`src/sv/spot_point_light_radiance_macros.svh`:
```
// Assertion helpers used by the light radiance RTL.
`ifndef SPOT_POINT_LIGHT_RADIANCE_MACROS_SVH
`define SPOT_POINT_LIGHT_RADIANCE_MACROS_SVH

// Concurrent check on an explicit clock and active-low reset.
`define SPRL_ASSERT_CLK(lbl, clk, rstn, prop, msg) \
  lbl: assert property (@(posedge clk) disable iff (!rstn) prop) \
    else $error(msg);

// Concurrent check on the block clock and reset.
`define SPRL_ASSERT(lbl, prop, msg) `SPRL_ASSERT_CLK(lbl, clk_i, rst_ni, prop, msg)

`endif

```
`src/sv/sprl_pkg.sv`:
```
`timescale 1ns / 1ps
`default_nettype none

package sprl_pkg;

  // Field formats
  localparam int COORD_W = 16;           // signed Q8.8 coordinates
  localparam int FRAC_W  = 8;            // fraction bits of Q8.8
  localparam int LANE_W  = 16;           // coefficient, intensity and axis lanes
  localparam int CH_W    = 16;           // radiance channel width
  localparam int REG_W   = 48;           // widest config register
  localparam int IDX_W   = 3;            // config register index
  localparam int COS_W   = 16;           // Q1.14 cosines

  // Internal widths
  localparam int DIFF_W  = COORD_W + 1;          // light-to-point component
  localparam int SQ_W    = 2 * DIFF_W;           // squared distance, Q.16
  localparam int ROOT_W  = SQ_W / 2;             // distance, Q.8
  localparam int PR_W    = DIFF_W + LANE_W;      // component times axis lane
  localparam int DOT_W   = PR_W + 2;             // dot product sum
  localparam int DV_W    = 44;                   // attenuation divisor, Q.16
  localparam int CS_W    = ROOT_W + 2;           // signed cosine estimate
  localparam int W_FRAC  = 14;                   // cone weight fraction bits
  localparam int W_W     = W_FRAC + 1;           // cone weight 0..1.0

  localparam logic [W_W-1:0]  W_ONE      = W_W'(1) << W_FRAC;
  localparam logic [CH_W-1:0] CH_MAX     = '1;
  localparam int              ROUND_Q14  = 1 << (W_FRAC - 1);

  // Config register indexes
  localparam logic [IDX_W-1:0] REG_SPOT_MODE = 3'd0;
  localparam logic [IDX_W-1:0] REG_LIGHT_POS = 3'd1;
  localparam logic [IDX_W-1:0] REG_CONE_DIR  = 3'd2;
  localparam logic [IDX_W-1:0] REG_FALLOFF   = 3'd3;
  localparam logic [IDX_W-1:0] REG_INTENSITY = 3'd4;
  localparam logic [IDX_W-1:0] REG_COS_OUTER = 3'd5;
  localparam logic [IDX_W-1:0] REG_COS_INNER = 3'd6;

  // Pipeline latencies in register stages
  localparam int FRONT_LAT = 3 + ROOT_W;                    // diff, products, sum, root
  localparam int ATTEN_LAT = 4 + CH_W;                      // products, divisor, numerators, saturate, quotient
  localparam int CONE_LAT  = 1 + (ROOT_W + 1) + 2 + W_FRAC; // cosine, weight
  localparam int ALIGN     = CONE_LAT - ATTEN_LAT;
  localparam int PIPE_LAT  = FRONT_LAT + CONE_LAT + 2;

  typedef struct packed {
    logic signed [COORD_W-1:0] point_z;
    logic signed [COORD_W-1:0] point_y;
    logic signed [COORD_W-1:0] point_x;
  } point_t;

  typedef struct packed {
    logic [CH_W-1:0] radiance_red;
    logic [CH_W-1:0] radiance_green;
    logic [CH_W-1:0] radiance_blue;
    logic            divisor_zero;
    logic            clipped;
  } result_t;

  typedef struct packed {
    logic                    spot_mode;
    logic [REG_W-1:0]        light_position;
    logic [REG_W-1:0]        cone_direction;
    logic [REG_W-1:0]        falloff;
    logic [REG_W-1:0]        intensity;
    logic signed [COS_W-1:0] cos_outer;
    logic signed [COS_W-1:0] cos_inner;
  } cfg_t;

  typedef struct packed {
    logic                    valid;
    logic [SQ_W-1:0]         s;
    logic [ROOT_W-1:0]       r;
    logic signed [DOT_W-1:0] dot;
  } front_t;

  typedef struct packed {
    logic                     valid;
    logic [2:0][CH_W-1:0]     ch;
    logic                     clip;
    logic                     dzero;
  } atten_t;

  typedef struct packed {
    logic           valid;
    logic [W_W-1:0] w;
  } cone_t;

endpackage

`default_nettype wire

```
`src/sv/sprl_regs.sv`:
```
`timescale 1ns / 1ps
`default_nettype none

module sprl_regs
  import sprl_pkg::*;
(
  input  logic             clk_i,
  input  logic             rst_ni,
  input  logic             cfg_we_i,
  input  logic [IDX_W-1:0] cfg_idx_i,
  input  logic [REG_W-1:0] cfg_data_i,
  output cfg_t             cfg_o
);

  cfg_t cfg_d, cfg_q;

  // register write decode, unknown indexes dropped
  always_comb begin
    cfg_d = cfg_q;
    if (cfg_we_i) begin
      case (cfg_idx_i)
        REG_SPOT_MODE: cfg_d.spot_mode      = cfg_data_i[0];
        REG_LIGHT_POS: cfg_d.light_position = cfg_data_i;
        REG_CONE_DIR:  cfg_d.cone_direction = cfg_data_i;
        REG_FALLOFF:   cfg_d.falloff        = cfg_data_i;
        REG_INTENSITY: cfg_d.intensity      = cfg_data_i;
        REG_COS_OUTER: cfg_d.cos_outer      = cfg_data_i[COS_W-1:0];
        REG_COS_INNER: cfg_d.cos_inner      = cfg_data_i[COS_W-1:0];
        default: ;
      endcase
    end
  end

  always_ff @(posedge clk_i or negedge rst_ni) begin
    if (!rst_ni) begin
      cfg_q.spot_mode      <= 1'b1;
      cfg_q.light_position <= '0;
      cfg_q.cone_direction <= '0;
      cfg_q.falloff        <= REG_W'(256);
      cfg_q.intensity      <= '0;
      cfg_q.cos_outer      <= '0;
      cfg_q.cos_inner      <= COS_W'(16384);
    end else begin
      cfg_q <= cfg_d;
    end
  end

  assign cfg_o = cfg_q;

endmodule

`default_nettype wire

```
`config.mk`:
```
export PLATFORM = sky130hd
export DESIGN_NAME = sprl_regs
export DESIGN_NICKNAME = d
export VERILOG_FILES = /design/src/sv/spot_point_light_radiance_macros.svh /design/src/sv/sprl_pkg.sv /design/src/sv/sprl_regs.sv
export SDC_FILE = /design/constraint.sdc
export NUM_CORES = 1
export LEC_CHECK = 0
export BUFFER_PORTS_ARGS = -buffer_cell sky130_fd_sc_hd__buf_2
export CAP_MARGIN = 40
export CORE_MARGIN = 3
export CORE_UTILIZATION = 30
export DETAILED_ROUTE_END_ITERATION = 8
export PLACE_DENSITY = 0.5
export SYNTH_ARGS = -nofsm -noshare
export SYNTH_HDL_FRONTEND = slang
export SYNTH_SLANG_ARGS = --single-unit
```
`constraint.sdc`:
```
create_clock -name clk_i -period 1 [get_ports clk_i]
set_input_delay 0.1 -clock clk_i [delete_from_list [all_inputs] [get_ports clk_i]]
set_output_delay 0.1 -clock clk_i [all_outputs]
set_load 0.1 [all_outputs]
```
==> out/metrics.yaml, run 1 <==
drt:
  ant_nets: 0
  dr_total_vias: 5793
  first_pass_iters: 4
  drtIter0Drc: 304
  drcViolationCount: 0
  wl_per_cell_um: 20.5
  wl_um: 26700
  viasPerCell: 4.45
finish:
  fin_nets: 957
  n_fill_cell: 1956
  antennaDiodeCount: 0
  drive_above_1_share_pct: 93.9
  area_growth_pct: 100
  final_cells: 1301
  multi_input_area_um2: 3240
  largest_reg_flops: 225
  seqCellArea_um2: 6330
setup_path:
  slowest_delay_ps: 630
  cp_data_required_time_ps: 900
  crit_path_start_kind: "flip-flop"
  path_class: "reg2out"
  cp_cell_sequence: "buf_12"
  cp_slowest_cell: "dfstp_4"
  crit_buf_inv: 1
  arrival_ps: 1320
  end_kind: "primary output"
  path_max_fanout: 2
  cp_top_family: "flip-flops"
clock_network:
  cts_tree: "yes"
  cts.clk_slew.worst_paths_ps: 60
  clk_path_buf_depth: 3
  insertion_delay_ps: 510
  clock_sinks: 225
  h-tree-depth: 1
  root_buffer: "clkbuf_16"
  numCtsBuffers: 26
timing:
  worst_pin_slew_ps: 457
  whs_ps: 59.9
  hold_violations: 0
  setup_tns_ps: -58340
  fin_crit_ps: 1420
  rsz0062_at_grt: "true"
  skew_ps: 0
  period_share_pct: 142
  final-setup-viol-count: 230
  slew_headroom_pct: 69.5
  slew_violations: 0
  worst_slack_ps: -420
  max_clock_freq_ghz: 0.704
global_routing:
  grt_use_total_pct: 17.2
  antenna_found_initial: 2
  grt_pass1_wl_um: 41700
  overflow: 0
  grt_pass1_vias: 6634
  grt_max_degree: 46
floorplan:
  rows: 61
  die_y_um: 175
  dieArea_um2: 30700
  fp.dieW_um: 175
  core_area_um2: 28000
  start_util_pct: 30.6
  num_io_pins: 279
place:
  dp_hpwl_um: 18600
  io_buffers: 278
  gp_congestion: 0.785
  placedCellCount: 1141
pwr:
  p_switching_mw: 23.7
  p_int_mw: 29.4
  cellPowerDensity_nw_per_um2: 3090
  clock_power_share_pct: 18.4
  pwr-share-seq_pct: 27.5
  p_comb_share_pct: 54.1
  power.leakage_nw: 7.52
  switching_share_pct: 44.7
  ir_worst_vdd_v: 0.00200
yosys:
  async_flop_share_pct: 100
  syn_area_per_cell_um2: 17.9
  syn_nets: 533
  yosysWarnings: 0
  synth_cell_types: 10
  yosys.area.top_type_share_pct: 64.7
  synthesis.area_um2: 8580
  ys_seq_area_share_pct: 65.7
  yosysTopAreaCell: "dfrtp_1"
  synth_seq_cells: 225
  synthTopCellsByCount: "dfrtp_1 (222), mux2_2 (185), mux2_4 (40)"
  yosys.cell_count.top_type: "dfrtp_1"
  synth_top_flop_cell: "dfrtp_1"
  netlist_instances: 479
  synth_edf_count: 0
  synth.area.top_cells: "dfrtp_1 (65%), mux2_2 (24%), mux2_4 (7.0%)"
flow_run:
  max_cap_violations: 0
outcome:
  outcome: "finished with violations"
  violations: "negative setup slack"
hold_path:
  hold_class: "in2async"
## worst paths after layout
check / startpoint / endpoint / slack (ps) / cells past startpoint
hold / removal: rst_ni / cfg_o[126] / 60 / 2
min in group clk_i: cfg_idx_i[1] / cfg_o[198] / 180 / 3
setup reg to reg: cfg_o[20] / cfg_o[20] / -80 / 3
max in group asynchronous: rst_ni / cfg_o[224] / 350 / 3
hold reg to reg: cfg_o[205] / cfg_o[205] / 560 / 1
setup / recovery: cfg_o[88] / cfg_o[88] / -420 / 1
## stage by stage
stage / total power [mW] / area, um2 / util (%) / worst slack [ps]
floorplan: 31.2 / 9820 / - / -180
global placement: 42.2 / 15200 / 54.3 / -340
detailed placement: 42.5 / 15200 / 54.3 / -389
CTS: 53.1 / 16900 / 60.3 / -453
global route: 54.8 / 17200 / 61.3 / -461
finish: 53.1 / 17200 / 61.3 / -420
## placed cells by master (no fill, tap or decap), drive strengths merged
cell type and n:
nor4b 1, dlygate4sd3 49, mux2 225, dfrtp 222
bufinv 2, clkinv 4, nand4b 3, and4bb 3
clkinvlp 2, clkbuf 40, dfstp 3, buf 369
## routing by layer
metal	track usage [%]	share of wire, %	up-vias
li1	-	-	2539
met1	23.3	44	3004
met2	26.0	45	217
met3	7.45	9.9	29
met4	3.22	1.3	4
met5	0	0.15	-
## repair_timing
action	in CTS	in global routing
hold buffers	49	0
endpoints found under the setup margin	225	241
gates resized for setup	1	26
cloned	0	0
buffers inserted	38	27
hold endpoints to repair	447	0
## cell families (layout without fill, tap and decap cells)
kind of cell	count (synthesis)	after routing	synth area share, %
muxes	225	225	31.3
DFF	225	225	65.7
buffers and inverters	22	466	2.08
and+or+nand+nor	7	7	0.991
## power groups by stage
stage,combinational (mW),clock (mW),sequential [mW]
global placement,27.5,0,14.7
CTS,28.4,10.1,14.6
finish,28.7,9.76,14.6
floorplan,2.73,0,28.5
global route,29.4,10.5,14.9
detailed placement,27.7,0,14.8
## final cells by class
cell class,count,share of cell area (%)
clock buffer,40,4.69
multi-input combinational,232,18.9
clock inverter,8,0.554
tap,378,2.76
sequential,225,36.9
timing repair buffer,418,36.3
Power figures use the tool's default switching activity.
==> inputs of run 2 (changes only) <==
Settings changed: BUFFER_PORTS_ARGS -buffer_cell sky130_fd_sc_hd__buf_2 to default, DONT_BUFFER_PORTS from default to 1, PLACE_DENSITY 0.5 to 0.42.
==> out/metrics.yaml, run 2 (synthesis results as in run 1) <==
outcome:
  outcome: "finished with violations"
  violations: "negative hold slack, negative setup slack"
pwr:
  power.leakage_nw: 7.25
  cellPowerDensity_nw_per_um2: 3170
  ir_worst_vdd_v: 0.00168
timing:
  skew_ps: 0
  worst_pin_slew_ps: 456
  slew_headroom_pct: 69.6
  period_share_pct: 143
  rsz0062_at_grt: "true"
  worst_slack_ps: -426
  max_clock_freq_ghz: 0.701
  final-setup-viol-count: 225
  hold_violations: 225
  setup_tns_ps: -60810
  fin_crit_ps: 1430
  slew_violations: 0
  whs_ps: -730
hold_path:
  hold_class: "in2async"
global_routing:
  grt_max_degree: 226
  overflow: 0
  grt_pass1_wl_um: 40600
  grt_use_total_pct: 16.8
  grt_pass1_vias: 6325
  antenna_found_initial: 0
finish:
  layout_common_cells: "buf_12 (238), dfrtp_4 (161), mux2_4 (157)"
  final_common_cell: "buf_12"
  drive_above_1_share_pct: 93.0
  final_cells: 1234
  postLayoutCoreUtil_pct: 59.9
  n_fill_cell: 2035
  antennaDiodeCount: 0
  largest_reg_flops: 225
  fin_area_um2: 16800
  area_growth_pct: 95.4
  fin_nets: 889
clock_network:
  h-tree-depth: 1
  clock_sinks: 225
  cts_tree: "yes"
  clk_path_buf_depth: 3
  insertion_delay_ps: 520
  numCtsBuffers: 28
  hold_buffers: 51
  root_buffer: "clkbuf_16"
  cts.clk_slew.worst_paths_ps: 60
place:
  dp_slack_ps: -269
  io_buffers: 0
  gp_congestion: 0.766
  post_dp_cell_area_um2: 12100
  dp_hpwl_um: 16300
  placedCellCount: 1086
floorplan:
  num_io_pins: 279
  rows: 61
  dieArea_um2: 30700
  fp.dieW_um: 175
  core_area_um2: 28000
  die_y_um: 175
  start_util_pct: 30.6
setup_path:
  slowest_delay_ps: 630
  cp_slowest_cell: "dfstp_4"
  crit_buf_inv: 1
  path_class: "reg2out"
  cp_data_required_time_ps: 900
  crit_path_start_kind: "flip-flop"
  end_kind: "primary output"
  cp_cell_sequence: "buf_12"
  arrival_ps: 1330
  cp_top_family: "flip-flops"
  path_max_fanout: 2
  rrSetupSlack_ps: 0
drt:
  viasPerCell: 4.47
  wl_per_cell_um: 21.2
  first_pass_iters: 4
  dr_total_vias: 5520
  drtIter0Drc: 182
  drcViolationCount: 0
  ant_nets: 0
  wl_um: 26100
flow_run:
  max_cap_violations: 0
## run 2: path summary, 6_finish.rpt
| check | cells past startpoint | endpoint | startpoint |
|---|---|---|---|
| min in group clk_i | 2 | cfg_o[192] | cfg_idx_i[1] |
| max | 1 | cfg_o[14] | cfg_o[14] |
| min | 0 | cfg_o[111] | rst_ni |
| max in group asynchronous | 0 | cfg_o[185] | rst_ni |
| max reg2reg | 2 | cfg_o[215] | cfg_o[215] |
| min reg2reg | 1 | cfg_o[160] | cfg_o[160] |
## run 2: routing by layer
metal / vias up / wire [um] / global-route usage [%]
met2: 186 / 12900 / 27.8
met4: 0 / 492 / 3.59
met1: 2890 / 10700 / 21.7
met3: 34 / 2010 / 5.56
met5: - / 0 / 0
li1: 2410 / - / -
## run 2: layout make-up
| type | instances | area, um2 | area share (%) |
|---|---|---|---|
| Clock buffer | 42 | 835 | 4.98 |
| Clock inverter | 9 | 145 | 0.866 |
| Multi-Input combinational cell | 232 | 3240 | 19.3 |
| Sequential cell | 225 | 6330 | 37.7 |
| Tap cell | 378 | 473 | 2.82 |
| Timing Repair Buffer | 348 | 5750 | 34.3 |
## run 2: repair_timing
item,in CTS,in global routing
endpoints found under the hold margin,450,225
pin swaps,0,0
gates resized for setup,639,36
setup endpoints to repair,225,230
buffers inserted,26,21
## run 2: report_power, final
part / switching [mW] / internal, mW / leakage, nW
logic: 17.3 / 10.8 / 4.30
registers: 2.36 / 12.2 / 2.46
clock network: 3.79 / 6.75 / 0.485
total: 23.5 / 29.7 / 7.25
## run 2: stage by stage
step / power (mW) / hold slack [ps]
after global placement: 35.4 / -187
after CTS: 53.0 / -765
final: 53.2 / -730
after global routing: 54.8 / -767
after floorplan: 31.2 / -196
after detailed placement: 35.6 / -188
