--- src/sv/spot_point_light_radiance_macros.svh ---
// Assertion helpers used by the light radiance RTL.
`ifndef SPOT_POINT_LIGHT_RADIANCE_MACROS_SVH
`define SPOT_POINT_LIGHT_RADIANCE_MACROS_SVH

// Concurrent check on an explicit clock and active-low reset.
`define SPRL_ASSERT_CLK(lbl, clk, rstn, prop, msg) \
  lbl: assert property (@(posedge clk) disable iff (!rstn) prop) \
    else $error(msg);

// Concurrent check on the block clock and reset.
`define SPRL_ASSERT(lbl, prop, msg) `SPRL_ASSERT_CLK(lbl, clk_i, rst_ni, prop, msg)

`endif

--- src/sv/sprl_pkg.sv ---
`timescale 1ns / 1ps
`default_nettype none

package sprl_pkg;

  // Field formats
  localparam int COORD_W = 16;           // signed Q8.8 coordinates
  localparam int FRAC_W  = 8;            // fraction bits of Q8.8
  localparam int LANE_W  = 16;           // coefficient, intensity and axis lanes
  localparam int CH_W    = 16;           // radiance channel width
  localparam int REG_W   = 48;           // widest config register
  localparam int IDX_W   = 3;            // config register index
  localparam int COS_W   = 16;           // Q1.14 cosines

  // Internal widths
  localparam int DIFF_W  = COORD_W + 1;          // light-to-point component
  localparam int SQ_W    = 2 * DIFF_W;           // squared distance, Q.16
  localparam int ROOT_W  = SQ_W / 2;             // distance, Q.8
  localparam int PR_W    = DIFF_W + LANE_W;      // component times axis lane
  localparam int DOT_W   = PR_W + 2;             // dot product sum
  localparam int DV_W    = 44;                   // attenuation divisor, Q.16
  localparam int CS_W    = ROOT_W + 2;           // signed cosine estimate
  localparam int W_FRAC  = 14;                   // cone weight fraction bits
  localparam int W_W     = W_FRAC + 1;           // cone weight 0..1.0

  localparam logic [W_W-1:0]  W_ONE      = W_W'(1) << W_FRAC;
  localparam logic [CH_W-1:0] CH_MAX     = '1;
  localparam int              ROUND_Q14  = 1 << (W_FRAC - 1);

  // Config register indexes
  localparam logic [IDX_W-1:0] REG_SPOT_MODE = 3'd0;
  localparam logic [IDX_W-1:0] REG_LIGHT_POS = 3'd1;
  localparam logic [IDX_W-1:0] REG_CONE_DIR  = 3'd2;
  localparam logic [IDX_W-1:0] REG_FALLOFF   = 3'd3;
  localparam logic [IDX_W-1:0] REG_INTENSITY = 3'd4;
  localparam logic [IDX_W-1:0] REG_COS_OUTER = 3'd5;
  localparam logic [IDX_W-1:0] REG_COS_INNER = 3'd6;

  // Pipeline latencies in register stages
  localparam int FRONT_LAT = 3 + ROOT_W;                    // diff, products, sum, root
  localparam int ATTEN_LAT = 4 + CH_W;                      // products, divisor, numerators, saturate, quotient
  localparam int CONE_LAT  = 1 + (ROOT_W + 1) + 2 + W_FRAC; // cosine, weight
  localparam int ALIGN     = CONE_LAT - ATTEN_LAT;
  localparam int PIPE_LAT  = FRONT_LAT + CONE_LAT + 2;

  typedef struct packed {
    logic signed [COORD_W-1:0] point_z;
    logic signed [COORD_W-1:0] point_y;
    logic signed [COORD_W-1:0] point_x;
  } point_t;

  typedef struct packed {
    logic [CH_W-1:0] radiance_red;
    logic [CH_W-1:0] radiance_green;
    logic [CH_W-1:0] radiance_blue;
    logic            divisor_zero;
    logic            clipped;
  } result_t;

  typedef struct packed {
    logic                    spot_mode;
    logic [REG_W-1:0]        light_position;
    logic [REG_W-1:0]        cone_direction;
    logic [REG_W-1:0]        falloff;
    logic [REG_W-1:0]        intensity;
    logic signed [COS_W-1:0] cos_outer;
    logic signed [COS_W-1:0] cos_inner;
  } cfg_t;

  typedef struct packed {
    logic                    valid;
    logic [SQ_W-1:0]         s;
    logic [ROOT_W-1:0]       r;
    logic signed [DOT_W-1:0] dot;
  } front_t;

  typedef struct packed {
    logic                     valid;
    logic [2:0][CH_W-1:0]     ch;
    logic                     clip;
    logic                     dzero;
  } atten_t;

  typedef struct packed {
    logic           valid;
    logic [W_W-1:0] w;
  } cone_t;

endpackage

`default_nettype wire

--- src/sv/sprl_cone.sv ---
`timescale 1ns / 1ps
`default_nettype none

module sprl_cone
  import sprl_pkg::*;
(
  input  logic   clk_i,
  input  logic   rst_ni,
  input  front_t front_i,
  input  cfg_t   cfg_i,
  output cone_t  cone_o
);

  localparam int QC_W = ROOT_W + 1;       // cosine quotient bits
  localparam int DT_W = DOT_W + 1;
  localparam int NB_W = CS_W + 1;         // cos_outer - cos
  localparam int DN_W = COS_W;            // |cos_outer - cos_inner|
  localparam int RW_W = DN_W + W_FRAC;    // weight dividend

  typedef struct packed {
    logic [DOT_W-1:0]  rem;
    logic [QC_W-1:0]   q;
    logic [ROOT_W-1:0] r;
    logic              neg;
    logic              zero;
  } cos_stage_t;

  typedef struct packed {
    logic [RW_W-1:0]   rem;
    logic [W_FRAC-1:0] q;
    logic [DN_W-1:0]   den;
    logic              fix;
    logic [W_W-1:0]    wv;
  } w_stage_t;

  // cosine: |dot| / r, one quotient bit per stage
  logic       cv_d [QC_W+1];
  logic       cv_q [QC_W+1];
  cos_stage_t cd_d [QC_W+1];
  cos_stage_t cd_q [QC_W+1];

  always_comb begin
    cv_d[0]      = front_i.valid;
    cd_d[0].neg  = front_i.dot[DOT_W-1];
    cd_d[0].rem  = front_i.dot[DOT_W-1] ? $unsigned(-front_i.dot) : $unsigned(front_i.dot);
    cd_d[0].q    = '0;
    cd_d[0].r    = front_i.r;
    cd_d[0].zero = front_i.r == '0;
  end

  for (genvar j = 0; j < QC_W; j++) begin : g_cos
    localparam int K = QC_W - 1 - j;
    logic [DT_W-1:0] rsh;
    always_comb begin
      rsh = DT_W'(cd_q[j].r) << K;
      cd_d[j+1] = cd_q[j];
      if (DT_W'(cd_q[j].rem) >= rsh) begin
        cd_d[j+1].rem = DOT_W'(DT_W'(cd_q[j].rem) - rsh);
        cd_d[j+1].q   = cd_q[j].q | (QC_W'(1) << K);
      end
    end
    assign cv_d[j+1] = cv_q[j];
  end

  // C1: signed cosine, oriented numerator and denominator
  logic                    c1_v_q;
  logic signed [CS_W-1:0]  cs;
  logic signed [DN_W:0]    den0;
  logic signed [NB_W-1:0]  numb;
  logic signed [NB_W-1:0]  nn_d, nn_q;
  logic [DN_W-1:0]         den_d, den_q;
  logic                    eq_d, eq_q, hard_d, hard_q, zero_q;

  always_comb begin
    cs     = cd_q[QC_W].neg ? -$signed(CS_W'(cd_q[QC_W].q)) : $signed(CS_W'(cd_q[QC_W].q));
    den0   = (DN_W+1)'(cfg_i.cos_outer) - (DN_W+1)'(cfg_i.cos_inner);
    numb   = NB_W'(cfg_i.cos_outer) - NB_W'(cs);
    nn_d   = den0[DN_W] ? -numb : numb;
    den_d  = den0[DN_W] ? DN_W'(-den0) : DN_W'(den0);
    eq_d   = cfg_i.cos_outer == cfg_i.cos_inner;
    hard_d = cs >= CS_W'(cfg_i.cos_inner);
  end

  // C2 onward: weight special cases, then one weight bit per stage
  logic     wv_d [W_FRAC+1];
  logic     wv_q [W_FRAC+1];
  w_stage_t ws_d [W_FRAC+1];
  w_stage_t ws_q [W_FRAC+1];

  always_comb begin
    wv_d[0]     = c1_v_q;
    ws_d[0].rem = RW_W'($unsigned(nn_q)) << W_FRAC;
    ws_d[0].q   = '0;
    ws_d[0].den = den_q;
    ws_d[0].fix = 1'b1;
    ws_d[0].wv  = W_ONE;
    if (!cfg_i.spot_mode || zero_q) begin
      ws_d[0].wv = W_ONE;
    end else if (eq_q) begin
      // hard edge
      ws_d[0].wv = hard_q ? W_ONE : '0;
    end else if (nn_q <= 0) begin
      ws_d[0].wv = '0;
    end else if ($unsigned(nn_q) >= NB_W'(den_q)) begin
      ws_d[0].wv = W_ONE;
    end else begin
      ws_d[0].fix = 1'b0;
    end
  end

  for (genvar j = 0; j < W_FRAC; j++) begin : g_w
    localparam int K = W_FRAC - 1 - j;
    logic [RW_W-1:0] dsh;
    always_comb begin
      dsh = RW_W'(ws_q[j].den) << K;
      ws_d[j+1] = ws_q[j];
      if (ws_q[j].rem >= dsh) begin
        ws_d[j+1].rem = ws_q[j].rem - dsh;
        ws_d[j+1].q   = ws_q[j].q | (W_FRAC'(1) << K);
      end
    end
    assign wv_d[j+1] = wv_q[j];
  end

  // valid bits
  always_ff @(posedge clk_i or negedge rst_ni) begin
    if (!rst_ni) begin
      c1_v_q <= 1'b0;
      for (int j = 0; j <= QC_W; j++) cv_q[j] <= 1'b0;
      for (int j = 0; j <= W_FRAC; j++) wv_q[j] <= 1'b0;
    end else begin
      c1_v_q <= cv_q[QC_W];
      for (int j = 0; j <= QC_W; j++) cv_q[j] <= cv_d[j];
      for (int j = 0; j <= W_FRAC; j++) wv_q[j] <= wv_d[j];
    end
  end

  // payload
  always_ff @(posedge clk_i) begin
    cd_q   <= cd_d;
    nn_q   <= nn_d;
    den_q  <= den_d;
    eq_q   <= eq_d;
    hard_q <= hard_d;
    zero_q <= cd_q[QC_W].zero;
    ws_q   <= ws_d;
  end

  assign cone_o.valid = wv_q[W_FRAC];
  assign cone_o.w     = ws_q[W_FRAC].fix ? ws_q[W_FRAC].wv : W_W'(ws_q[W_FRAC].q);

endmodule

`default_nettype wire
--- config.mk ---
export PLATFORM = sky130hd
export DESIGN_NAME = sprl_cone
export DESIGN_NICKNAME = d
export VERILOG_FILES = /design/src/sv/spot_point_light_radiance_macros.svh /design/src/sv/sprl_pkg.sv /design/src/sv/sprl_cone.sv
export SDC_FILE = /design/constraint.sdc
export NUM_CORES = 2
export LEC_CHECK = 0
export ABC_AREA = 1
export BUFFER_PORTS_ARGS = -buffer_cell sky130_fd_sc_hd__buf_2
export CORE_ASPECT_RATIO = 0.9
export CORE_MARGIN = 8
export CORE_UTILIZATION = 55
export CTS_CLUSTER_DIAMETER = 60
export DETAILED_ROUTE_END_ITERATION = 8
export GPL_TIMING_DRIVEN = 1
export PLACE_DENSITY = 0.79
export SKIP_CTS_REPAIR_TIMING = 1
export SYNTH_ARGS = -nofsm -noshare
export SYNTH_HDL_FRONTEND = slang
export SYNTH_SLANG_ARGS = --single-unit
--- constraint.sdc ---
create_clock -name clk_i -period 3.8 [get_ports clk_i]
set_input_delay 0.57 -clock clk_i [delete_from_list [all_inputs] [get_ports clk_i]]
set_output_delay 0.57 -clock clk_i [all_outputs]
set_load 0.005 [all_outputs]
==> impl_metrics.json <==
{
  "status": "finished, final reports clean",
  "gp_congestion": 0.9717,
  "cts_tree": "yes",
  "rows": 138,
  "r2r_slack_ns": 0.37,
  "grt_busiest_layer": "met2",
  "synth_edf_count": 0,
  "grt_max_degree": 46,
  "drt-total-wl_mm": 232.0,
  "clk_latency_ns": 0.84,
  "yosys.area.top_type": "dfxtp_1",
  "grt_pass1_wl_mm": 367.5,
  "yosysMostFrequentCell": "nand2_1",
  "synth_area_leaders": "dfxtp_1 43%, nand2_1 9.2%, ha_1 8.7%, inv_1 6.7%, a21oi_1 4.2%",
  "reg2reg_to": "nn_q[17]",
  "detail_route.wl_per_cell_um": 17.40,
  "ys_ff_latch": 1893,
  "critPathKind": "flop to flop",
  "r2r_start": "cd_q[19]",
  "power.density_mw_per_mm2": 978.5,
  "synth-main-ff-cell": "dfxtp_1",
  "dp_hpwl_mm": 186.6,
  "synth_area_mm2": 0.08660,
  "max_slew.worst_pin.slew_ns": 0.9792,
  "setup-tns-final_ns": 0,
  "met2_usage": 0.4481,
  "ys_top_cells_by_count": "2116 x nand2_1, 1858 x dfxtp_1, 1538 x inv_1, 918 x nor2_1, 728 x a21oi_1",
  "synth-compound-area-share": 0.1226,
  "ir_drop_uv": 550.7,
  "fin_skew_ns": 0.03388,
  "via_per_inst": 5.318,
  "synthMuxAreaShare": 0.0001300,
  "initialDrtViolationCount": 5310,
  "io_pins": 330,
  "syn_avg_cell_area_um2": 8.000,
  "power_mw": 94.22,
  "critPathLaunchType": "flop",
  "critPathArrivalTime_ns": 4.15,
  "crit_path_end_kind": "flop",
  "synth_top_cell_area_share": 0.4295,
  "numClockSinks": 1893,
  "slew_viol_final": 0,
  "hp-class": "input pin to flop",
  "initial_core_util": 0.5524,
  "final_net_count": 12020,
  "area_delta_synth_final_pct": 11.19,
  "fin_util": 0.6142,
  "finalSetupViolCount": 0,
  "synth_fa_ha_area_frac": 0.09452,
  "clk_pin_slew_ns": 0.07,
  "slew_headroom": 0.3463,
  "hold_depth": 2,
  "synthArstFlopShare": 0.01849,
  "synth_top_family_by_area": "simple AND/OR/NAND/NOR gates",
  "numPortBuffers": 103,
  "vias": 70930,
  "min_period_ns": 3.430,
  "crit_fanout": 5,
  "hold_violations": 0,
  "pre_cts_slack_ns": 0.2208,
  "ant_nets": 0,
  "min_from": "front_i[11]",
  "synth_nets": 11770,
  "p_leak_nw": 44.67,
  "met3_usage": 0.03477,
  "synth_cell_type_count": 79,
  "grt_pass1_vias": 69450,
  "min_to": "cd_q[1344]",
  "dieHeight_um": 392.4,
  "post-route-drc-count": 0,
  "rsz0062_at_grt": "no",
  "numCtsBuffers": 189,
  "synth-simple-area-share": 0.2071,
  "timing.final.ws_setup_ns": 0.3700,
  "grt-ovfl-total": 0,
  "drive_gt1_frac": 0.06990,
  "fmax_ghz": 0.2915,
  "core_mm2": 0.1568,
  "worst_r2r_path_depth": 23,
  "synthXorXnorAreaFrac": 0.05872,
  "syn_inst": 10830,
  "grtUsageMet1": 0.3450,
  "grt_antenna_before_repair": 10,
  "htreeDepth": 4,
  "maxCapViolations": 0,
  "firstDrtPassIters": 8,
  "required_ns": 4.52,
  "grt_use_total": 0.2663,
  "die_area_mm2": 0.1704,
  "root_buffer": "clkbuf_16",
  "period_share": 0.9026,
  "yosys_warnings": 0,
  "max-clock-path-buffers": 3,
  "yosysSeqAreaShare": 0.4396,
  "fp.dieW_um": 434.3
}
registers in the layout, summed over array words and instances (netlist names), 14 cells and up:
register / cells
nn_q: 20
ws_q: 422
cd_q: 803
cv_d: 18
g_w.dsh: 224
den_q: 16
wv_d: 14
ws_d: 28
cd_d: 342
worst max path at each step:
| stage | start | to |
|---|---|---|
| after CTS | cd_q[19] | nn_q[17] |
| after global placement | cd_q[19] | nn_q[17] |
| after global routing | cd_q[21] | nn_q[17] |
| final | cd_q[19] | nn_q[17] |
| after detailed placement | cd_q[19] | nn_q[17] |
| after floorplan | cd_q[19] | nn_q[17] |
final cells by class:
type	count	area, um^2
inverter	1563	5867
sequential	1893	38070
clock inverter	107	1504
clock buffer	242	5211
tap	2100	2628
timing repair buffer	170	1124
fill	13870	60490
antenna	8	20.02
multi-input combinational	7256	41870
metrics by stage:
stage	std cells	cell area, um^2	hold slack [ns]
2_1_floorplan	10830	86600	0.2744
4_1_cts	13290	95850	-0.2634
6_report	13340	96290	0.01491
5_1_grt	13340	96290	-0.01287
3_5_place_dp	12940	89140	0.3121
3_3_place_gp	12940	89140	0.3099
routing by layer:
metal | up-vias | routed length [um]
met1 | 32710 | 102800
met5 | - | 12
met4 | 2 | 10410
li1 | 35720 | -
met3 | 513 | 12300
met2 | 1989 | 106500
logic make-up after synthesis:
kind of cell	after synthesis
simple gates	4151
flops	1893
compound gates	1891
buf+inv	1676
fa+ha+maj	635
xor+xnor	578
mux	1
placed cells by master (no fill, tap or decap), types with 49 or more instances in the layout:
master     instances
inv_1           1537
xor2_1           272
ha_1             602
o21ai_0          583
nand3_1          425
o21ai_1          214
o21ai_2           57
nand4_1          144
or2_2             81
nor2_1           915
a21o_1            49
buf_2            103
nand3b_1          55
nor3_1           160
clkbuf_16        191
dfxtp_1         1856
nand2_1         2114
a21oi_1          725
nor4_1           107
xnor2_1          303
critical path: stages, from the launching register on:
cell     delay [ns]
dfxtp_2        0.35
inv_2          0.07
nand4_1        0.12
nor2_1         0.15
nand4_1        0.14
nor2_2         0.13
nand2_1        0.09
o31ai_1        0.25
xor2_1         0.24
inv_1          0.08
ha_2           0.39
nand2_1        0.07
inv_1          0.10
nand2_1        0.10
nor3_1         0.13
nand2_1        0.10
nand3_1        0.09
nand2_1        0.10
inv_1          0.11
nand2_1        0.12
o21ai_1        0.20
nand3_1        0.09
nand2_1        0.07
inv_1          0.04
power breakdown:
| group | internal, mW | switching, mW |
|---|---|---|
| clock | 11.4 | 8.17 |
| combinational | 15.9 | 27.0 |
| sequential | 26.6 | 5.16 |
| total | 53.9 | 40.3 |
(Power assumes the default switching activity.)
